<file path="src/rtl/afr_pkg.sv">
// Shared types and constants for the API frame receiver.
`timescale 1ns / 1ps
`default_nettype none

package afr_pkg;

  localparam logic [7:0]  START_DELIM     = 8'h7E;
  localparam logic [7:0]  CSUM_BASE       = 8'hFF;
  localparam logic [15:0] SHORT_LEN_RESET = 16'd7;
  localparam logic [7:0]  HDR_SKIP_RESET  = 8'd18;

  typedef enum logic [1:0] {
    CFG_SHORT_LENGTH = 2'd0,
    CFG_HEADER_SKIP  = 2'd1
  } cfg_index_e;

  typedef enum logic [2:0] {
    PH_HUNT   = 3'd0,
    PH_LEN_HI = 3'd1,
    PH_LEN_LO = 3'd2,
    PH_DATA   = 3'd3,
    PH_CSUM   = 3'd4
  } phase_e;

  typedef struct packed {
    logic        data_valid;
    logic [7:0]  data_byte;
    logic [15:0] data_index;
    logic        is_payload;
    logic        frame_end;
    logic        frame_good;
  } afr_result_t;

endpackage

`default_nettype wire

</file>
<file path="src/rtl/api_frame_receiver_top.sv">
// Top level of the API frame receiver: deframer, checksum check and output buffer.
//
// Usage: feed received serial bytes on the input channel (in_valid_i, rx_byte_i,
// in_stall_o). Every accepted byte yields exactly one result beat on the output
// channel (out_valid_o, the result fields, out_stall_i). In the hunt phase the
// block waits for 0x7E, then takes a 16-bit length (high byte first), that many
// data bytes and one checksum byte. Data bytes come out with their index and a
// payload mark; the checksum byte comes out with frame_end and frame_good.
// Results are registered in the output register, or in the skid entry on a stall.
// Throughput: one byte per cycle while not stalled; frame state updates per byte.
// Stall: results go into a two-entry buffer (output register plus skid), so a
// byte is still taken in the cycle the receiver first stalls; in_stall_o rises
// only once both entries are full and falls as soon as the output drains.
// Reset: clears the buffer, returns to the hunt phase and loads the register
// defaults (short_length 7, header_skip 18). Register writes take effect on the
// next byte; the user must write only while the block is idle (not enforced).
`timescale 1ns / 1ps
`default_nettype none

module api_frame_receiver_top (
  input  wire logic        clk_i,
  input  wire logic        rst_ni,
  // configuration
  input  wire logic        cfg_we_i,
  input  wire logic [1:0]  cfg_index_i,
  input  wire logic [15:0] cfg_data_i,
  // input channel
  input  wire logic        in_valid_i,
  output      logic        in_stall_o,
  input  wire logic [7:0]  rx_byte_i,
  // output channel
  output      logic        out_valid_o,
  input  wire logic        out_stall_i,
  output      logic        data_valid_o,
  output      logic [7:0]  data_byte_o,
  output      logic [15:0] data_index_o,
  output      logic        is_payload_o,
  output      logic        frame_end_o,
  output      logic        frame_good_o
);

  logic [15:0] short_len_q;
  logic [7:0]  hdr_skip_q;

  afr_pkg::phase_e phase_q, phase_d;
  logic [15:0] frame_len_q, frame_len_d;
  logic [15:0] byte_cnt_q, byte_cnt_d;
  logic [7:0]  sum_q, sum_d;
  logic [15:0] byte_cnt_inc;

  afr_pkg::afr_result_t res_d;
  afr_pkg::afr_result_t main_q, skid_q;
  logic main_valid_q, skid_valid_q;
  logic in_acc, out_take;

  assign in_stall_o = skid_valid_q;
  assign in_acc     = in_valid_i & ~skid_valid_q;
  assign out_valid_o = main_valid_q;
  assign out_take   = main_valid_q & ~out_stall_i;

  assign data_valid_o = main_q.data_valid;
  assign data_byte_o  = main_q.data_byte;
  assign data_index_o = main_q.data_index;
  assign is_payload_o = main_q.is_payload;
  assign frame_end_o  = main_q.frame_end;
  assign frame_good_o = main_q.frame_good;

  // configuration registers
  always_ff @(posedge clk_i or negedge rst_ni) begin
    if (!rst_ni) begin
      short_len_q <= afr_pkg::SHORT_LEN_RESET;
      hdr_skip_q  <= afr_pkg::HDR_SKIP_RESET;
    end else if (cfg_we_i) begin
      case (cfg_index_i)
        afr_pkg::CFG_SHORT_LENGTH: short_len_q <= cfg_data_i;
        afr_pkg::CFG_HEADER_SKIP:  hdr_skip_q  <= cfg_data_i[7:0];
        default: ;
      endcase
    end
  end

  assign byte_cnt_inc = byte_cnt_q + 16'd1;

  // frame state machine: next state and result for the byte at the input
  always_comb begin
    phase_d     = phase_q;
    frame_len_d = frame_len_q;
    byte_cnt_d  = byte_cnt_q;
    sum_d       = sum_q;
    res_d       = '0;
    case (phase_q)
      afr_pkg::PH_HUNT: begin
        if (rx_byte_i == afr_pkg::START_DELIM) begin
          phase_d = afr_pkg::PH_LEN_HI;
        end
      end
      afr_pkg::PH_LEN_HI: begin
        frame_len_d = {rx_byte_i, 8'h00};
        phase_d     = afr_pkg::PH_LEN_LO;
      end
      afr_pkg::PH_LEN_LO: begin
        frame_len_d = {frame_len_q[15:8], rx_byte_i};
        byte_cnt_d  = '0;
        sum_d       = '0;
        // a zero-length frame goes straight to its checksum byte
        phase_d = (frame_len_d == 16'd0) ? afr_pkg::PH_CSUM : afr_pkg::PH_DATA;
      end
      afr_pkg::PH_DATA: begin
        res_d.data_valid = 1'b1;
        res_d.data_byte  = rx_byte_i;
        res_d.data_index = byte_cnt_q;
        res_d.is_payload = (frame_len_q == short_len_q) ||
                           (byte_cnt_q >= {8'h00, hdr_skip_q});
        sum_d      = sum_q + rx_byte_i;
        byte_cnt_d = byte_cnt_inc;
        if (byte_cnt_inc == frame_len_q) begin
          phase_d = afr_pkg::PH_CSUM;
        end
      end
      afr_pkg::PH_CSUM: begin
        res_d.frame_end  = 1'b1;
        res_d.frame_good = ((afr_pkg::CSUM_BASE - sum_q) == rx_byte_i);
        phase_d     = afr_pkg::PH_HUNT;
        frame_len_d = '0;
        byte_cnt_d  = '0;
        sum_d       = '0;
      end
      default: begin
        phase_d = afr_pkg::PH_HUNT;
      end
    endcase
  end

  always_ff @(posedge clk_i or negedge rst_ni) begin
    if (!rst_ni) begin
      phase_q     <= afr_pkg::PH_HUNT;
      frame_len_q <= '0;
      byte_cnt_q  <= '0;
      sum_q       <= '0;
    end else if (in_acc) begin
      phase_q     <= phase_d;
      frame_len_q <= frame_len_d;
      byte_cnt_q  <= byte_cnt_d;
      sum_q       <= sum_d;
    end
  end

  // output register and skid entry
  always_ff @(posedge clk_i or negedge rst_ni) begin
    if (!rst_ni) begin
      main_valid_q <= 1'b0;
      skid_valid_q <= 1'b0;
    end else if (in_acc) begin
      if (!main_valid_q || out_take) begin
        main_valid_q <= 1'b1;
      end else begin
        skid_valid_q <= 1'b1;
      end
    end else if (out_take) begin
      main_valid_q <= skid_valid_q;
      skid_valid_q <= 1'b0;
    end
  end

  always_ff @(posedge clk_i) begin
    if (in_acc) begin
      if (!main_valid_q || out_take) begin
        main_q <= res_d;
      end else begin
        skid_q <= res_d;
      end
    end else if (out_take) begin
      main_q <= skid_q;
    end
  end

  // checks
  a_skid_needs_main: assert property (@(posedge clk_i) disable iff (!rst_ni)
    skid_valid_q |-> main_valid_q)
    else $error("skid entry held while output register empty");

  a_skid_fill_on_stall: assert property (@(posedge clk_i) disable iff (!rst_ni)
    $rose(skid_valid_q) |-> $past(main_valid_q && out_stall_i))
    else $error("skid entry filled without a stalled output");

  a_data_count_bound: assert property (@(posedge clk_i) disable iff (!rst_ni)
    (phase_q == afr_pkg::PH_DATA) |-> (byte_cnt_q < frame_len_q))
    else $error("data byte count reached frame length in data phase");

  a_csum_returns_hunt: assert property (@(posedge clk_i) disable iff (!rst_ni)
    (in_acc && phase_q == afr_pkg::PH_CSUM) |=> (phase_q == afr_pkg::PH_HUNT))
    else $error("checksum byte did not return to hunt");

  a_good_needs_end: assert property (@(posedge clk_i) disable iff (!rst_ni)
    (main_valid_q && main_q.frame_good) |-> (main_q.frame_end && !main_q.data_valid))
    else $error("frame_good without frame_end");

endmodule

`default_nettype wire
</file>
<file path="config.mk">
export PLATFORM = sky130hd
export DESIGN_NAME = api_frame_receiver_top
export DESIGN_NICKNAME = d
export VERILOG_FILES = /design/src/rtl/afr_pkg.sv /design/src/rtl/api_frame_receiver_top.sv
export SDC_FILE = /design/constraint.sdc
export NUM_CORES = 1
export LEC_CHECK = 0
export ABC_AREA = 1
export BUFFER_PORTS_ARGS = -buffer_cell sky130_fd_sc_hd__buf_2
export CORE_ASPECT_RATIO = 1.2
export CORE_MARGIN = 2
export CORE_UTILIZATION = 50
export CTS_BUF_LIST = sky130_fd_sc_hd__clkbuf_8
export DETAILED_ROUTE_END_ITERATION = 10
export PLACE_DENSITY = 0.71
export SLEW_MARGIN = 20
export SYNTH_ARGS = -nofsm -noshare
export SYNTH_HDL_FRONTEND = slang
export SYNTH_SLANG_ARGS = --single-unit
</file>
<file path="constraint.sdc">
create_clock -name clk_i -period 3.8 [get_ports clk_i]
set_input_delay 0.38 -clock clk_i [delete_from_list [all_inputs] [get_ports clk_i]]
set_output_delay 0.38 -clock clk_i [all_outputs]
set_load 0.03 [all_outputs]
</file>
## Word-level counts from Yosys, hierarchy flattened

Cells that the tools add are included.

- Flip-flop bits (word level): 125
- Input port bits: 31
- Output and inout port bits: 30
- Word-level logic and storage cells: 82

- Add/subtract/negate cells: 3
- Magnitude comparators: 1
- Equality and inequality tests: 13
- Multiplexer cells: 18
- Bitwise operators: 6
- Reduce and logical (&&, ||, !) cells: 20

Operators with widths:

| kind | count |
|---|---|
| 28-bit 2-to-1 mux | 3 |
| 16-bit case mux with 3 select lines | 1 |
| 16-bit equality test | 2 |
| 16-bit case mux with 2 select lines | 1 |
| 26-bit 2-to-1 mux | 1 |
| 16-bit by 1-bit adder with 16-bit output, second input constant | 1 |
| 16-bit by 8-bit >= comparator with 1-bit output | 1 |
| 16-bit zero test | 1 |
| 8-bit case mux with 2 select lines | 1 |
| 2-bit AND reduction | 7 |
| 3-bit case mux with 4 select lines | 1 |
| 3-bit 2-to-1 mux | 3 |
| 8-bit adder | 1 |
| 8-bit by 7-bit equality test with 1-bit output, second input constant | 1 |
| 8-bit equality test | 1 |
| 8-bit subtractor, first input constant | 1 |
| 3-bit by 2-bit equality test with 1-bit output, second input constant | 2 |
| 1-bit 2-to-1 mux | 6 |
| 2-bit inequality test, second input constant | 3 |
| 3-bit AND reduction | 2 |
| 2-bit nonzero test | 3 |
| 1-bit inverter | 4 |
| 3-bit by 1-bit equality test with 1-bit output, second input constant | 1 |
| 3-bit equality test, second input constant | 1 |
| 10 further kinds | 12 |

## Longest topological paths before layout

Gate-level depths: netlist of run 1.

- Word-level depth: 5
- Mapped depth: 16
- Gate-level depth less buffers: 16

## Least setup slack after synthesis of run 1

Ideal clock, no wire load.

- Kind: register to register
- Start point: register skid_valid_q, in the netlist in_stall_o
- End point: register main_q (netlist bit data_byte_o[0]) (enable)
- Arrival: 2,839 ps
- Required time: 3,344 ps
- Path slack: 505 ps
- Cell stages (with the launch flop): 4
- Buffers on the path: 0
- Cells stage by stage: dfrtp_1 inv_1 nand2_1 a21boi_0

- Longest elaborated chain between the ends: 4

Ends and longest elaborated chain:

| item | RTL line | text |
|---|---|---|
| start, declared | api_frame_receiver_top.sv:53 | `logic main_valid_q, skid_valid_q;` |
| start signal, assigned | api_frame_receiver_top.sv:152 | `skid_valid_q <= 1'b0;` |
| start signal, assigned | api_frame_receiver_top.sv:157 | `skid_valid_q <= 1'b1;` |
| start signal, assigned | api_frame_receiver_top.sv:161 | `skid_valid_q <= 1'b0;` |
| 1-bit inverter * | api_frame_receiver_top.sv:57 | `assign in_acc = in_valid_i & ~skid_valid_q;` |
| 1-bit bitwise AND * | api_frame_receiver_top.sv:57 |  |
| 2-bit by 1-bit inequality test with 1-bit output (no source line) / 2-bit nonzero test (equally long branches) | n/a |  |
| 2-bit AND reduction (no source line) * | n/a |  |
| end signal, assigned | api_frame_receiver_top.sv:168 | `main_q <= res_d;` |
| end signal, assigned | api_frame_receiver_top.sv:173 | `main_q <= skid_q;` |
| end, declared | api_frame_receiver_top.sv:52 | `afr_pkg::afr_result_t main_q, skid_q;` |

Every way passes the cells marked *; elsewhere a longest branch is shown, timed or not.
A chain may end at the register's enable or synchronous reset.

## Worst setup path in the final report of run 1

- Start point: register phase_q[2]
- End point: register sum_q[4]

- Longest elaborated chain between the ends: 4

Ends and longest elaborated chain:

| item | RTL line | text |
|---|---|---|
| start, declared | api_frame_receiver_top.sv:45 | `afr_pkg::phase_e phase_q, phase_d;` |
| start signal, assigned | api_frame_receiver_top.sv:136 | `phase_q <= afr_pkg::PH_HUNT;` |
| start signal, assigned | api_frame_receiver_top.sv:141 | `phase_q <= phase_d;` |
| 3-bit equality test / 3-bit by 2-bit equality test with 1-bit output (equally long branches) | api_frame_receiver_top.sv:91 | `case (phase_q)` |
| 2-bit OR reduction (no source line) | n/a |  |
| 2-bit nonzero test (no source line) | n/a |  |
| 2-bit AND reduction (no source line) | n/a |  |
| end signal, assigned | api_frame_receiver_top.sv:144 | `sum_q <= sum_d;` |
| end, declared | api_frame_receiver_top.sv:48 | `logic [7:0] sum_q, sum_d;` |

Several ways; a longest one is shown, not always the timed one.

==> results.md, run 1 <==
* Part of the cycle the worst path needs at about two thirds
* Final setup viols at 0
* Worst r2r path cells at 7
* Cell with the most instances after synthesis: nand2_1
* Clock tree buffer depth at 2
* TritonCTS clock tree: yes
* Achievable frequency at about 390 MHz
* Final cell count without fillers at approximately 940
* Peak VDD IR at between 0.2 and 0.3 mV
* Ys Warns at 0
* CP Capture Type: register
* First-pass GRT wire length at about 24000 um
* Via count at roughly 5k
* Clock share of power at a little under a quarter
* R2r startpoint: phase_q[2]
* Minimum clock period at between 2000 and 3000 ps
* Status: completed
* Comb pwr share at between 30 and 40%
* Tot Pwr at 5390 uW
* Total Wirelength at between 10000 and 15000 um
* Gr ovfl total at 0
* Post-cts resize count at 0
* Sw Share at 39.4%
* Vias in the first global route at slightly below 5k
* Seq cells post-synth at between 100 and 150
* GRT Util Overall at a little under a quarter
* Hold Crit Depth at 2
* Worst Hold Class: in -> reg
* Port bufs at 60
* Sw Pwr at 2120 uW
* Final hold vios at 0
* Layout Utilization at between 50% and 60%
* Worst-margin pin slew at 953 ps
* TritonCTS buffer count at 17
* DP Area at 6700 sq um
* DRC Markers at 0
* Worst Hold Endpoint: short_len_q[11]
* Clock sinks at between 100 and 150
* HP Start: cfg_data_i[11]
* CP Data Required Time at between 4000 and 5000 ps
* Vias per cell at around 5.3
* Synth cell count leaders: nand2_1, inv_1, dfrtp_1
* Max-capacitance violation count at 0
* CP Launch Type: register
* Die area at ~13000 sq um
* Post-route cell area at around 7100 sq um
* RSZ-0062 raised after global routing: no
* Initial antenna violation count at 0
* Power per cell area at ~750 nW/um^2
* Fin Setup TNS at 0 ps
* Post-route ant nets at 0
* Starting Density at around half
* Core outline area at 12100 sq um
* Syn_area_per_cell at about 8.9 sq um
* Yosys top cell by area: edfxtp_1
* WP data arrival at between 2000 and 3000 ps
* N_diodes at 0
* Int Pwr at around 3300 uW
* Post-Synthesis Cell Area at slightly above 6000 sq um
* Final HPWL DP at approximately 11000 um
* Rel. slew slack at around 36%
* Area delta synth->final at 15.1%
* DRT iter0 DRCs at 460
* Post-synthesis cell type count at 39
* Yosys top cell area share at about 27%
* Max Clock Skew at approximately 10 ps
* R2r endpoint: sum_q[4]
* Post-synthesis sequential area ratio at around 55%
* Max Slew Vio Count at 0
* Hold_buf cts at 1
* H-tree depth at 4
* Row count at 44
* Root Buffer: clkbuf_8
* Synth Instances at ~700
* Kind of critical path: reg -> reg
* Post-synth top flop: dfrtp_1
* Nets at 816
* Die W at about 110 um
* Post-CTS Setup Bufs at 0
* GP Congestion at around 0.93
* Critical-path maximum fanout at 17
* Reg2reg setup slack at about 1300 ps
* Ys async rst share at a little under three fifths
* Synth area leaders: edfxtp_1, dfrtp_1, nand2_1
* DR WL/cell at 15.5 um
* Reg power frac at 40.9%
* DR pass1 iterations at 7
* Clock slew at reported path FFs at 70 ps
* Post-Place Cells at 909
* Post-synth EDFFs at between 50 and 60
* Synth Net Count at ~750
* Leakage at about 0.0033 uW
* Die Y-Extent at ~130 um
* Top-level port count at 61
* Layout cells sized above 1 at between 10% and 20%
* Clock latency on the worst-skew pair at between 400 and 500 ps
* Largest net degree at the start of global routing at 41
registers in the layout, indices dropped and copies added (netlist names):
name          cells
in_stall_o        1
frame_end_o       1
is_payload_o      1
sum_q             8
data_valid_o      1
frame_len_q      16
phase_q           3
frame_good_o      1
data_index_o     16
skid_q           28
data_byte_o       8
short_len_q      16
byte_cnt_q       16
out_valid_o       1
hdr_skip_q        8
metrics by stage:
| stage | worst slack [ps] | hold slack (ps) |
|---|---|---|
| floorplan | 505 | 84.4 |
| global placement | 1450 | 286 |
| detailed placement | 1310 | 293 |
| CTS | 1300 | 160 |
| global route | 953 | 153 |
| finish | 1270 | 174 |
logic make-up after synthesis:
| kind of cell | after synthesis | share of synthesized area [%] |
|---|---|---|
| AND/OR/NAND/NOR | 343 | 23.1 |
| flip-flops | 125 | 55.0 |
| buffers and inverters | 98 | 5.99 |
| AO/OA/AOI/OAI | 87 | 8.13 |
| XOR/XNOR | 22 | 3.33 |
| adder cells (fa/ha/maj) | 17 | 3.55 |
| multiplexers | 5 | 0.908 |
area by class of cell:
cell class,instances,area (sq um)
clock buffers,23,317
clock inverters,9,116
fillers,1124,4970
inverters,83,312
multi-input cells,474,2420
flip-flops and latches,125,3410
well taps,161,201
repair buffers,67,355
worst max path at each step:
stage,startpoint,end,cells after the start
floorplan,in_stall_o,data_byte_o[0],3
global placement,phase_q[2],sum_q[4],7
global route,in_stall_o,frame_len_q[0],6
detailed placement,in_valid_i,frame_len_q[2],6
CTS,in_stall_o,frame_len_q[6],6
finish,phase_q[2],sum_q[4],7
power by group through the flow:
stage,sequential (uW),combinational [uW],clock (uW)
floorplan,2420,1160,0
finish,2200,1930,1260
detailed placement,2220,1920,0
global route,2260,2160,1330
global placement,2210,1870,0
CTS,2200,1930,1270
metal layers:
| metal | vias up | GRT usage, % | part of all wire (%) | wire length, um |
|---|---|---|---|---|
| met4 | 0 | 8.51 | 2.3 | 334 |
| met5 | - | 0 | 0 | 0 |
| li1 | 2441 | - | - | - |
| met1 | 2320 | 30.7 | 44 | 6440 |
| met3 | 36 | 5.43 | 5.7 | 834 |
| met2 | 175 | 37.8 | 48 | 6990 |
critical path: stages, from the launching register on:
cell	delay, ps
dfrtp_1	450
nor2_1	130
inv_1	80
nor2_1	340
nor2_1	100
a21oi_2	770
inv_2	240
o41ai_2	330
layout by cell type (no fill, tap or decap), types with 6 or more instances in the layout:
| cell type | instances |
|---|---|
| nand2_1 | 210 |
| inv_1 | 83 |
| dfrtp_1 | 64 |
| nor2_1 | 61 |
| buf_2 | 60 |
| edfxtp_1 | 56 |
| nand3_1 | 37 |
| o21ai_0 | 32 |
| o22ai_1 | 26 |
| clkbuf_8 | 23 |
| a21oi_1 | 16 |
| ha_1 | 16 |
| xor2_1 | 11 |
| xnor2_1 | 10 |
| nand4_1 | 9 |
| nor4_1 | 9 |
| buf_4 | 6 |
(Power assumes the default switching activity.)
==> run 2: changes to the inputs <==
Clock period 3.8 ns to 2.4 ns, I/O delays scaled along.
==> results.md, run 2 (synthesized netlist as in run 1, its figures left out) <==
* Status: completed
* Most common cell after layout, fill and taps aside: nand2_1
* Vias per cell at 5.35 (+1.4%)
* Hold Slack at 26.9 ps (-147 ps)
* Slowest stage delay, CP at 450 ps (-320 ps)
* R2r endpoint: phase_q[2]
* Minimum clock period at 2150 ps (-381 ps)
* Root Buffer: clkbuf_8
* Row count at 44 (unchanged)
* Max Clock Skew at 12.1 ps (+1.90 ps)
* Cell breakdown of the critical path: ha_1 -> nand3_1 -> o21ai_1 -> nand2_1 -> nand2_1 -> nand2_1 -> nor2_1 -> nand2_1 -> nor2_1 -> nand3_1 -> nand2_2 -> nand2_2 -> nand2_1 -> nand2_1
* CP Data Required Time at 2730 ps (-1410 ps)
* WP data arrival at 2490 ps (-380 ps)
* First-pass GRT wire length at 24000 um (-1.2%)
* Clock latency on the worst-skew pair at 450 ps (about the same)
* DR WL/cell at 15.6 um (+0.49%)
* Worst-margin pin slew at 773 ps (-180 ps)
* Largest net degree at the start of global routing at 48 (+17%)
* Kind of critical path: reg -> reg
* Place WS at 297 ps (-1020 ps)
* DP Area at 6730 sq um (+0.49%)
* Layout cells sized above 1 at 16.0% (+0.13 points)
* Post-route ant nets at 0 (unchanged)
* Core outline area at 12100 sq um (unchanged)
* Total Wirelength at 14700 um (+0.49%)
* GRT Util Overall at 23.2% (-0.088 points)
* Part of the cycle the worst path needs at 89.6% (+23 points)
* TritonCTS clock tree: yes
* Die area at 13300 sq um (unchanged)
* Worst Hold Endpoint: short_len_q[8]
* Clock slew at reported path FFs at 70 ps (about the same)
* Clock tree buffer depth at 2 (unchanged)
* Most common cell on crit path: nand2_1
* Layout Utilization at 59.1% (+0.12 points)
* CP Capture Type: register
* Max reg flops at 28 (unchanged)
* Die W at 106 um (unchanged)
* Post-route cell area at 7150 sq um (+0.21%)
* Biggest register: skid_q
* Worst r2r path cells at 14 (+7)
* Initial antenna violation count at 0 (unchanged)
* Slowest-stage cell, CP: dfrtp_1
* Via count at 5041 (+1.4%)
* Critical-path maximum fanout at 5 (-12)
* Most frequent cells in the layout: nand2_1, inv_1, dfrtp_1
* GP Congestion at 0.967 (+4.2%)
* DR pass1 iterations at 5 (-2)
* H-tree depth at 4 (unchanged)
* R2r startpoint: byte_cnt_q[1]
* N_diodes at 0 (unchanged)
* Die Y-Extent at 126 um (unchanged)
* PnR worst setup slack at 249 ps (-1020 ps)
* Final HPWL DP at 10800 um (+0.37%)
* HP Start: cfg_data_i[8]
* Top-level port count at 61 (unchanged)
* Nets at 817 (+0.12%)
* Rel. slew slack at 48.4% (+12 points)
* Vias in the first global route at 4814 (-1.8%)
* CP Launch Type: register
* DRC Markers at 0 (unchanged)
* Peak VDD IR at 0.458 mV (+57%)
* Port bufs at 60 (unchanged)
* Worst Hold Class: in -> reg
* Sequential cell area at 3410 sq um (unchanged)
* Achievable frequency at 465 MHz (+18%)
* Starting Density at 51.2% (unchanged)
* Final setup viols at 0 (unchanged)
* Multi-input gate area at 2430 sq um (+0.10%)
* Fillers at 1123 (-0.089%)
* Worst path bufs/invs at 0 (-2)
* Clock sinks at 125 (unchanged)
* Area delta synth->final at 15.3%
* Max-capacitance violation count at 0 (unchanged)
* Power per cell area at 1190 nW/um^2 (+58%)
* Leakage at 0.00330 uW (-0.29%)
* DRT iter0 DRCs at 302 (-34%)
* TritonCTS buffer count at 17 (unchanged)
* Crit path max-delay family: simple AND/OR/NAND/NOR gates
* Hold Crit Depth at 2 (unchanged)
* Gr ovfl total at 0 (unchanged)
* Max Slew Vio Count at 0 (unchanged)
* Reg2reg setup slack at 250 ps (-1020 ps)
* Final hold vios at 0 (unchanged)
## run 2: layer usage
layer | routed length, um | up-vias | global-route usage [%]
met2 | 6810 | 161 | 35.9
li1 | - | 2458 | -
met3 | 802 | 38 | 4.71
met1 | 6650 | 2384 | 31.4
met5 | 0 | - | 0
met4 | 402 | 0 | 11.1
## run 2: worst reg2reg max path, cell delays in order, from the launching register on
cell and delay, ps:
dfrtp_1 450, ha_1 240, nand3_1 180, o21ai_1 220
nand2_1 100, nand2_1 70, nand2_1 40, nor2_1 110
nand2_1 60, nor2_1 120, nand3_1 120, nand2_2 110
nand2_2 70, nand2_1 80, nand2_1 50
## run 2: power breakdown
| group | total, uW | leakage [uW] | internal, uW | switching (uW) |
|---|---|---|---|---|
| Combinational | 3120 | 0.00167 | 1050 | 2070 |
| Sequential | 3470 | 0.00142 | 2980 | 488 |
| Clock | 1950 | 0.000211 | 1110 | 842 |
## run 2: repair_timing
item | CTS | global route
endpoints found under the hold margin | 22 | 0
resized for setup | 0 | 1
hold buffers | 1 | 0
buffers inserted | 0 | 0
setup endpoints to repair | 0 | 3
## run 2: area by class of cell
type	count	area share [%]
flip-flops and latches	125	47.7
multi-input cells	474	33.9
repair buffers	68	5.42
inverters	83	4.35
clock buffers	17	3.27
well taps	161	2.82
clock inverters	14	2.50
## run 2: worst max-delay path by stage
stage                 end          start  slack (ps)  cells past startpoint
6_report       phase_q[2]  byte_cnt_q[1]         250                     14
5_1_grt        phase_q[2]  byte_cnt_q[1]         -30                     14
4_1_cts        phase_q[2]  byte_cnt_q[1]         280                     14
3_5_place_dp   phase_q[2]  byte_cnt_q[1]         300                     14
3_3_place_gp   phase_q[1]  byte_cnt_q[1]         420                     14
2_1_floorplan   skid_q[0]     in_stall_o         250                      4
## run 2: per-stage QoR
stage / instances / TNS (ps) / power, uW
floorplan: 697 / 0 / 5670
CTS: 942 / 0 / 8550
global placement: 910 / 0 / 6520
finish: 942 / 0 / 8540
detailed placement: 910 / 0 / 6590
global route: 942 / -37.5 / 9070
